<file path="config.mk">
export PLATFORM = sky130hd
export DESIGN_NAME = ffa_cell
export DESIGN_NICKNAME = d
export VERILOG_FILES = /design/src/hdl/first_fit_arena_allocator_assert.svh /design/src/hdl/ffa_pkg.sv /design/src/hdl/ffa_cell.sv
export SDC_FILE = /design/constraint.sdc
export NUM_CORES = 1
export LEC_CHECK = 0
export BUFFER_PORTS_ARGS = -buffer_cell sky130_fd_sc_hd__buf_2
export CORE_AREA = 2 2 100 102
export CTS_CLUSTER_DIAMETER = 150
export CTS_CLUSTER_SIZE = 24
export DETAILED_ROUTE_END_ITERATION = 10
export DIE_AREA = 0 0 102 104
export PLACE_DENSITY = 0.74
export SYNTH_ARGS = -nofsm -noshare
export SYNTH_HDL_FRONTEND = slang
export SYNTH_SLANG_ARGS = --single-unit
</file>
<file path="constraint.sdc">
create_clock -name i_clk -period 5.4 [get_ports i_clk]
set_input_delay 0.81 -clock i_clk [delete_from_list [all_inputs] [get_ports i_clk]]
set_output_delay 0.81 -clock i_clk [all_outputs]
set_load 0.01 [all_outputs]
</file>
<file path="src/hdl/first_fit_arena_allocator_assert.svh">
// assertion macros for the arena allocator
// needs i_clk and i_rst_n in the scope of each use
`ifndef FIRST_FIT_ARENA_ALLOCATOR_ASSERT_SVH
`define FIRST_FIT_ARENA_ALLOCATOR_ASSERT_SVH

// same-cycle implication
`define FFA_ASSERT_NOW(lbl, ante, cons) \
    lbl: assert property (@(posedge i_clk) disable iff (!i_rst_n) (ante) |-> (cons)) \
        else $error("ffa check failed");

// next-cycle implication
`define FFA_ASSERT_NEXT(lbl, ante, cons) \
    lbl: assert property (@(posedge i_clk) disable iff (!i_rst_n) (ante) |=> (cons)) \
        else $error("ffa check failed");

`endif

</file>
<file path="src/hdl/ffa_pkg.sv">
// types, constants and codes for the arena allocator
// no dependencies
package ffa_pkg;

    localparam int ARENA_MAX_BYTES = 65536;
    localparam int HEADER_BYTES    = 32;
    localparam int PAGE_BYTES      = 4096;
    localparam int MAX_CHUNKS      = 64;

    localparam int IDX_W  = $clog2(MAX_CHUNKS);
    localparam int CNT_W  = IDX_W + 1;
    localparam int ADDR_W = 16;
    localparam int SIZE_W = 17;

    localparam logic [1:0] CMD_ALLOC   = 2'd0;
    localparam logic [1:0] CMD_FREE    = 2'd1;
    localparam logic [1:0] CMD_INIT    = 2'd2;
    localparam logic [1:0] CMD_DESTROY = 2'd3;

    localparam logic [2:0] ST_OK      = 3'd0;
    localparam logic [2:0] ST_UNINIT  = 3'd1;
    localparam logic [2:0] ST_NOMEM   = 3'd2;
    localparam logic [2:0] ST_BADSIZE = 3'd3;
    localparam logic [2:0] ST_ALREADY = 3'd4;
    localparam logic [2:0] ST_BADOFF  = 3'd5;

    typedef struct packed {
        logic [ADDR_W-1:0] start;
        logic [ADDR_W-1:0] bytes;
        logic              used;
    } t_entry;

    typedef enum logic [2:0] {
        CM_HOLD,
        CM_INIT,
        CM_MARK,
        CM_SPLIT,
        CM_DROP1,
        CM_DROP2
    } t_cell_mode;

    typedef struct packed {
        t_cell_mode        mode;
        logic [IDX_W-1:0]  pos;
        t_entry            wa;
        t_entry            wb;
        logic [CNT_W-1:0]  count;
        logic [SIZE_W-1:0] size;
        logic [ADDR_W-1:0] off;
    } t_cell_ctl;

    typedef enum logic [1:0] {
        S_IDLE,
        S_EVAL,
        S_UPD,
        S_OUT
    } t_state;

endpackage

</file>
<file path="src/hdl/ffa_cell.sv">
// one table cell: holds a chunk entry, compares it, shifts with neighbors
// depends on ffa_pkg
module ffa_cell import ffa_pkg::*; (
    input  logic             i_clk,
    input  logic [IDX_W-1:0] i_idx,
    input  t_cell_ctl        i_ctl,
    input  t_entry           i_left,
    input  t_entry           i_right1,
    input  t_entry           i_right2,
    output t_entry           o_entry,
    output logic             o_fit,
    output logic             o_hit
);
    t_entry           r_entry;
    t_entry           n_entry;
    logic [CNT_W-1:0] w_idx;
    logic [CNT_W-1:0] w_pos;
    logic [CNT_W-1:0] w_pos1;
    logic             w_valid;

    assign w_idx   = {1'b0, i_idx};
    assign w_pos   = {1'b0, i_ctl.pos};
    assign w_pos1  = w_pos + CNT_W'(1);
    assign w_valid = w_idx < i_ctl.count;
    assign o_fit   = w_valid && !r_entry.used && ({1'b0, r_entry.bytes} >= i_ctl.size);
    assign o_hit   = w_valid &&
                     (({1'b0, r_entry.start} + SIZE_W'(HEADER_BYTES)) == {1'b0, i_ctl.off});
    assign o_entry = r_entry;

    always_comb begin
        n_entry = r_entry;
        unique case (i_ctl.mode)
            CM_HOLD: ;
            CM_INIT: begin
                if (w_idx == '0) n_entry = i_ctl.wa;
            end
            CM_MARK: begin
                if (w_idx == w_pos) n_entry = i_ctl.wa;
            end
            CM_SPLIT: begin
                if (w_idx == w_pos) n_entry = i_ctl.wa;
                else if (w_idx == w_pos1) n_entry = i_ctl.wb;
                else if (w_idx > w_pos1) n_entry = i_left;
            end
            CM_DROP1: begin
                if (w_idx == w_pos) n_entry = i_ctl.wa;
                else if (w_idx > w_pos) n_entry = i_right1;
            end
            CM_DROP2: begin
                if (w_idx == w_pos) n_entry = i_ctl.wa;
                else if (w_idx > w_pos) n_entry = i_right2;
            end
            default: ;
        endcase
    end

    always_ff @(posedge i_clk) begin
        r_entry <= n_entry;
    end
endmodule
</file>
==> run metrics, run 1 <==
Max-Cap Viols 0; Slew HR a little over a quarter; H-tree levels 2; TritonCTS buffer count 5; pin slew with the least headroom to its limit between 1 and 1.5 ns; Netlist cell types 51; cell internal pwr 0.6316 mW; fraction of layout cells with a size suffix above 1 around 45%; Final #Nets 879; clock-pin slew on the worst setup and hold paths 0.07 ns; yosys warns 0; outcome complete, no violations; Final Max Slew Viols 0; initial core utilization 36.41%; vias in the first global route a little over 4k; # clock sinks 33; First DRT Iteration DRCs 194; Routed WL 13380 um; wire per inst 17.68 um; cell area after layout ~0.005 mm2; Fin Setup TNS 0 ns; hold path startpoint i_ctl[90]; Die ar. about 0.011 mm2; post-route ant nets 0; routed vias/inst 5.412; CTS Root Cell clkbuf_8; # resized after CTS 0; die extent in y approximately 100 um; crit path kind in2out; sequential area share after synthesis around 28%; GRT Util Overall 24.96%; Worst EP arrival 2.73 ns; crit path cell chain buf_2, ha_1, a2111oi_2, o32a_2, nand3_1, or3_1, nor4_2, buf_2; top_reg_cell synth edfxtp_1; P&R area growth vs syn 43.86%; Post-CTS Setup Bufs 0; max incr delay on CP about 0.4 ns; pin count of the biggest net entering global routing 59; Sw Ratio between 30% and 40%; hold crit path type in2reg; Core Rows 36; Synth Instances 376; crit-path most repeated cell buf_2; TritonRoute pass-1 iters 4; fin crit period 3.536 ns; fmax 0.2828 GHz; Combinational Power Share 37.6%; Critical Path RT 4.59 ns; Hold Path Stages 3; Final setup viols 0; Async S/R FF share, synth 0%; initial antenna violation count 0; clock network power share 25.2%; # DRC 0; Hold Vio Cnt, Final 0; Worst Hold Path EP o_entry[17]$_DFFE_PP_; Post-synth EDFFs 33; RSZ-0062 raised after global routing no; crit end category output pin; input/output buffers 255; peak supply drop ~0.095 mV; critical path peak fanout 4; gr ovfl total 0; GP Congestion 0.9585; critical path's top delay family simple AND/OR/NAND/NOR gates; sequential power share between 30% and 40%; LEAKAGE 2.600 nW; Critical Path Source Type input pin; CTS tree built; post-synthesis cell area 0.003477 mm2; first-pass GRT wire length 20620 um; Top Ports roughly 260; total number of vias 4097; Buffers & Inverters on Critical Path 2; power per standard cell area 189.9 mW/mm2; syn_area_per_cell 9.248 um2; Clock Path Buffers 2; Die X between 100 and 150 um; antenna fix cells 0; CORE AREA 0.009549 mm2; CTS Hold Bufs 0; Switch Pwr roughly 0.32 mW; Post-Place Cell Area 0.004887 mm2; post-DP HPWL 11280 um; share of the clock period used by the worst path about two thirds; Largest register FFs 33; Post-Syn Nets 632; Slowest cell on crit path or3_1; Seq cells post-synth 33
==> worst max-delay path by stage <==
stage	cells after the start	start	slack, ns	to
6_report	8	i_idx[1]	1.86	o_hit
5_1_grt	8	i_idx[1]	1.78	o_hit
4_1_cts	8	i_idx[1]	1.85	o_hit
3_5_place_dp	11	i_ctl[109]	1.68	o_entry[2]$_DFFE_PP_
3_3_place_gp	11	i_ctl[109]	1.84	o_entry[2]$_DFFE_PP_
2_1_floorplan	7	i_ctl[34]	2.21	o_hit
==> area by class of cell <==
type | instances | area (um2)
tap | 133 | 166.4
timing repair buffer | 260 | 1314
multi-input combinational | 292 | 2300
fill | 920 | 4547
inverter | 31 | 116.4
clock buffer | 5 | 68.82
clock inverter | 3 | 46.29
sequential | 33 | 991.0
==> cells in the mapped netlist (4+ instances only) <==
library cell	count	share of area, %
clkbuf_1	15	1.6
nand4_1	4	0.72
a21o_1	4	0.86
xor2_1	5	1.3
o221ai_1	33	8.3
nand2b_1	4	0.72
xnor2_1	17	4.3
a22oi_1	33	7.1
nand3_1	11	1.6
nand2_1	42	4.5
ha_1	35	13
inv_1	28	3.0
mux2i_1	34	9.8
edfxtp_1	33	28
nor2_1	12	1.3
o21ai_1	5	0.72
a21oi_1	7	1.0
==> routing by layer <==
layer  global-route usage, %  part of all wire (%)  up-vias
met4                   7.810                   2.8        0
li1                        -                     -     1950
met5                       0                     0        -
met2                   45.96                    52      226
met1                   29.09                    39     1892
met3                   3.696                   6.7       29
==> kinds of logic after synthesis <==
family          count (synthesis)  share of synthesized area [%]
flops                          33                          28.50
fa+ha+maj                      35                          12.59
xor+xnor                       22                          5.541
mux                            34                          9.788
simple gates                   96                          14.32
compound gates                105                          23.43
buf+inv                        51                          5.829
==> per-stage QoR <==
stage                     utilization [%]  std cells  hold slack (ns)  worst slack (ns)  power [mW]
after detailed placement            51.18        749            1.098             1.682      0.7148
after floorplan                         -        376            1.004             2.210      0.5348
after CTS                           52.38        757           0.7999             1.847      0.9564
after global placement              51.18        749            1.100             1.836      0.7025
final                               52.38        757           0.8063             1.864      0.9497
after global routing                52.38        757           0.8056             1.780       1.008
==> cell usage in the layout (no fill, tap or decap), types with 5 or more instances in the layout <==
master and n:
ha_1 35, xnor2_1 17, nand2_1 41, a22oi_1 33, mux2i_1 34, inv_1 28, nand3_1 11, buf_2 255
a21oi_1 7, nor2_1 11, edfxtp_1 33, o221ai_1 33, buf_4 5, clkbuf_8 5, xor2_1 5
==> power groups by stage <==
stage                     sequential [mW]  combinational, mW  clock (mW)
final                               0.354              0.357       0.239
after global routing                0.357              0.395       0.256
after CTS                           0.353              0.357       0.246
after detailed placement            0.359              0.355           0
after global placement              0.358              0.344           0
after floorplan                     0.362              0.173           0
No activity file was read; power rests on OpenSTA's default activity.
==> run 2, diff against run 1 <==
==> constraint.sdc (replaced) <==
create_clock -name i_clk -period 3.3 [get_ports i_clk]
set_input_delay 0.495 -clock i_clk [delete_from_list [all_inputs] [get_ports i_clk]]
set_output_delay 0.495 -clock i_clk [all_outputs]
set_load 0.01 [all_outputs]
==> run 2 against run 1 <==
Net effect:
- core utilization increased by 0.58 points
- sequential share of layout area decreased by 0.22 points
- sequential cell count unchanged
- wire length decreased by 0.43%
- cell area increased by 1.1%
- critical path depth unchanged
- clock power increased by 53%
- via count decreased by 0.68%
- power increased by 62%
- worst setup slack got worse by 1.6 ns
- die area unchanged
- cell count increased by 0.40%
- critical path type is now reg2out
- highest routed layer unchanged
==> run metrics, run 2 (synthesis results as in run 1) <==
outcome complete, no violations; fraction of layout cells with a size suffix above 1 44.66%; TritonRoute pass-1 iters 5; post-DP HPWL 11420 um; hold path startpoint i_ctl[86]; Top Ports 256; Routed WL 13330 um; critical path peak fanout 4; Post-Place Cell Area 0.004947 mm2; fin crit period 3.019 ns; wire per inst 17.53 um; LEAKAGE roughly 2.6 nW; # clock sinks 33; Critical Path Source Type flip-flop; # DRC 0; Sw Ratio 32.65%; Die X between 100 and 150 um; hold crit path type in2reg; First DRT Iteration DRCs 216; clock network power share between 20% and 30%; Max-Cap Viols 0; die extent in y 104 um; Fin Setup TNS 0 ns; Power Total roughly 1.5 mW; hold slack 0.5036 ns; Critical Path RT ~2.8 ns; final worst slack 0.2808 ns; filler cell count in the final layout between 900 and 1k; antenna fix cells 0; Post-CTS Setup Bufs 0; Hold Path Stages 3; Die ar. roughly 0.011 mm2; TritonCTS buffer count 5; Non-Filler Instances 760; most frequent cells in the layout buf_2 (255), nand2_1 (41), ha_1 (35), mux2i_1 (34); Core Rows 36; Largest register FFs 33; GRT Util Overall between 20% and 30%; share of the clock period used by the worst path 91.49%; crit path kind reg2out; cell area after layout 0.005057 mm2; input/output buffers 255; post-route ant nets 0; dpl ws 0.2954 ns; Placed Cells incl. Taps 752; Worst EP arrival 2.52 ns; M1 GR Usage around 28%; met3 usage 3.293%; H-tree levels 2; cell internal pwr 1.036 mW; most common cell after layout, fill and taps aside buf_2; Util after Layout 52.96%; Hold Vio Cnt, Final 0; Slew HR 23.17%; gr ovfl total 0; initial antenna violation count 0; GP Congestion 0.9972; initial core utilization 36.41%; crit end category output pin; Clock Path Buffers 2; pin count of the biggest net entering global routing 51; CTS tree built; Switch Pwr 0.5024 mW; routed vias/inst 5.354; Worst Hold Path EP o_entry[13]$_DFFE_PP_; first-pass GRT wire length 20540 um; Final #Nets 882; vias in the first global route 4213; P&R area growth vs syn 45.45%; Top Usage Layer GRT met2; fmax 0.3312 GHz; pin slew with the least headroom to its limit 1.148 ns; total number of vias 4069; RSZ-0062 raised after global routing no; CTS Hold Bufs 0; CORE AREA 0.009549 mm2; Final Max Slew Viols 0; met2 Use GR between 40% and 50%; Combinational Power Share between 30% and 40%; CTS Root Cell clkbuf_8; sequential power share between 30% and 40%; peak supply drop 0.1487 mV; # resized after CTS 0; Final setup viols 0; power per standard cell area 304.2 mW/mm2; clock-pin slew on the worst setup and hold paths about 0.070 ns
run 2: changes by cell type in the layout (fill, tap and decap cells not counted):
cell      before  now
buf_12         0    3
clkinv_1       1    2
clkinv_4       1    0
run 2: area by class of cell:
| class | count | area, um2 | area share (%) |
|---|---|---|---|
| multi-input combinational | 292 | 2300 | 45.47 |
| timing repair buffer | 263 | 1374 | 27.16 |
| sequential | 33 | 991.0 | 19.59 |
| tap | 133 | 166.4 | 3.290 |
| inverter | 31 | 116.4 | 2.301 |
| clock buffer | 5 | 68.82 | 1.361 |
| clock inverter | 3 | 41.29 | 0.8164 |
run 2: worst max-delay path, stage by stage (launching register included):
cell	delay, ns
edfxtp_1	0.46
ha_1	0.34
xnor2_1	0.20
nand4_1	0.16
nor4_4	0.17
nand3_1	0.10
or3_1	0.38
nor4_2	0.26
buf_2	0.17
run 2: how the worst max path moves through the flow:
stage | from | to | slack, ns | depth (start not counted)
2_1_floorplan | i_ctl[109] | o_entry[0]$_DFFE_PP_ | 0.55 | 9
3_3_place_gp | i_ctl[109] | o_entry[18]$_DFFE_PP_ | 0.40 | 12
3_5_place_dp | i_ctl[109] | o_entry[18]$_DFFE_PP_ | 0.30 | 12
4_1_cts | o_entry[22]$_DFFE_PP_ | o_hit | 0.23 | 8
5_1_grt | o_entry[22]$_DFFE_PP_ | o_hit | 0.12 | 8
6_report | o_entry[22]$_DFFE_PP_ | o_hit | 0.28 | 8
run 2: layer usage:
layer / share of wire, % / wire, um
met1: 39 / 5162
met3: 5.7 / 753
met4: 2.8 / 370
met5: 0 / 0
met2: 53 / 7039
run 2: power by group through the flow:
stage / combinational (mW) / sequential, mW / clock (mW)
global placement: 0.576 / 0.584 / 0
floorplan: 0.283 / 0.593 / 0
finish: 0.595 / 0.578 / 0.366
CTS: 0.596 / 0.577 / 0.377
detailed placement: 0.594 / 0.586 / 0
global route: 0.654 / 0.583 / 0.392
==> run 3, diff against run 2 <==
--- a/config.mk
+++ b/config.mk
@@ -7,11 +7,11 @@
 export LEC_CHECK = 0
 export BUFFER_PORTS_ARGS = -buffer_cell sky130_fd_sc_hd__buf_2
 export CORE_AREA = 2 2 100 102
-export CTS_CLUSTER_DIAMETER = 150
+export CTS_CLUSTER_DIAMETER = 30
 export CTS_CLUSTER_SIZE = 24
 export DETAILED_ROUTE_END_ITERATION = 10
 export DIE_AREA = 0 0 102 104
-export PLACE_DENSITY = 0.74
+export PLACE_DENSITY_LB_ADDON = 0.15
 export SYNTH_ARGS = -nofsm -noshare
 export SYNTH_HDL_FRONTEND = slang
 export SYNTH_SLANG_ARGS = --single-unit
==> run 3 against run 2 <==
Net effect:
- power decreased by 6.4%
- wire length fell by 5.3%
- sequential cell count unchanged
- via count is 2.9% lower
- clock power fell by 20%
- sequential share of layout area rose by 0.18 points
- cell count increased by 0.26%
- sequential power hardly changed
- worst hold slack worse by 0.0051 ns
- highest routed layer unchanged
==> run metrics, run 3 (synthesis results as in run 1) <==
critical path peak fanout 4; H-tree levels 2; sequential cell area 991.0 um2; Routed WL roughly 13000 um; Max-Cap Viols 0; outcome complete, no violations; first-pass GRT wire length 19640 um; CTS Hold Bufs 0; share of the clock period used by the worst path 89.04%; post-DP HPWL 10550 um; CORE AREA 0.009549 mm2; Final #Nets 883; P&R area growth vs syn 44.15%; crit path kind reg2out; final worst slack 0.3617 ns; most frequent cells in the layout buf_2 (255), nand2_1 (41), ha_1 (35), mux2i_1 (34); crit end category output pin; fmax 0.3403 GHz; Top Ports ~260; GRT Util Overall 23.52%; CTS tree built; Post-CTS Setup Bufs 0; RSZ-0062 raised after global routing no; Multi-input gate area 0.002300 mm2; gr ovfl total 0; GP Congestion 0.8919; pin slew with the least headroom to its limit about 1.1 ns; wire per inst about 17 um; Final setup viols 0; initial core utilization 36.41%; Critical Path RT 2.80 ns; First DRT Iteration DRCs 240; Clock Path Buffers 2; die extent in y 104 um; post-route ant nets 0; Critical Path Source Type flip-flop; fraction of layout cells with a size suffix above 1 between 40% and 50%; TritonRoute pass-1 iters 6; initial antenna violation count 1; # clock sinks 33; routed vias/inst approximately 5.2; total number of vias 3952; Core Rows 36; Slew HR 28.49%; Final Max Slew Viols 0; Hold Vio Cnt, Final 0; LEAKAGE 2.610 nW; power per standard cell area 287.3 mW/mm2; clock-pin slew on the worst setup and hold paths 0.07 ns; Fin Setup TNS 0 ns; peak supply drop 0.1426 mV; input/output buffers 255; CTS Root Cell clkbuf_8; hold crit path type in2reg; pin count of the biggest net entering global routing 46; dpl ws between 0.4 and 0.5 ns; Die X about 100 um; vias in the first global route 4061; TritonCTS buffer count 5; Die ar. 0.01061 mm2; fin crit period 2.938 ns; filler cell count in the final layout 963; # resized after CTS 0; most common cell after layout, fill and taps aside buf_2; Largest register FFs 33; Worst EP arrival approximately 2.4 ns; # DRC 0
run 3: worst paths after layout:
check / end / cells after the start / from / slack, ns
setup / recovery: o_hit / 8 / o_entry[22]$_DFFE_PP_ / 0.36
hold / removal: o_entry[3]$_DFFE_PP_ / 3 / i_ctl[76] / 0.50
run 3: per-stage QoR:
stage	instance area, um2	hold WS (ns)	utilization (%)	std cells	total power, mW
floorplan	3477	0.6894	-	376	0.8752
global placement	4930	0.7825	51.62	753	1.148
detailed placement	4930	0.7856	51.62	753	1.161
CTS	5010	0.4846	52.46	761	1.457
global route	5012	0.4862	52.49	762	1.544
finish	5012	0.4986	52.49	762	1.440
run 3: area by class of cell:
cell class                      count  area share [%]
Antenna cell                        1         0.04993
Inverter                           31           2.322
Clock buffer                        8           1.598
Timing Repair Buffer              264           27.06
Tap cell                          133           3.320
Multi-Input combinational cell    292           45.88
Sequential cell                    33           19.77
run 3: power breakdown:
| part | total (mW) | switching, mW | internal, mW |
|---|---|---|---|
| clock | 0.291 | 0.141 | 0.150 |
| sequential | 0.575 | 0.0477 | 0.527 |
| combinational | 0.575 | 0.292 | 0.283 |
run 3: per-layer routing:
metal,track usage [%],part of all wire (%),routed length (um),vias to the layer above
met4,7.143,1.8,230,0
met1,28.52,40,5009,1807
li1,-,-,-,1958
met3,4.368,7.2,909,15
met2,41.54,51,6470,172
met5,0,0,0,-
run 3: critical path, cell delays in order (launching register included):
cell	delay (ns)
edfxtp_1	0.46
ha_1	0.34
xnor2_1	0.15
nand4_1	0.14
nor4_4	0.16
nand3_1	0.10
or3_1	0.39
nor4_2	0.26
buf_2	0.16
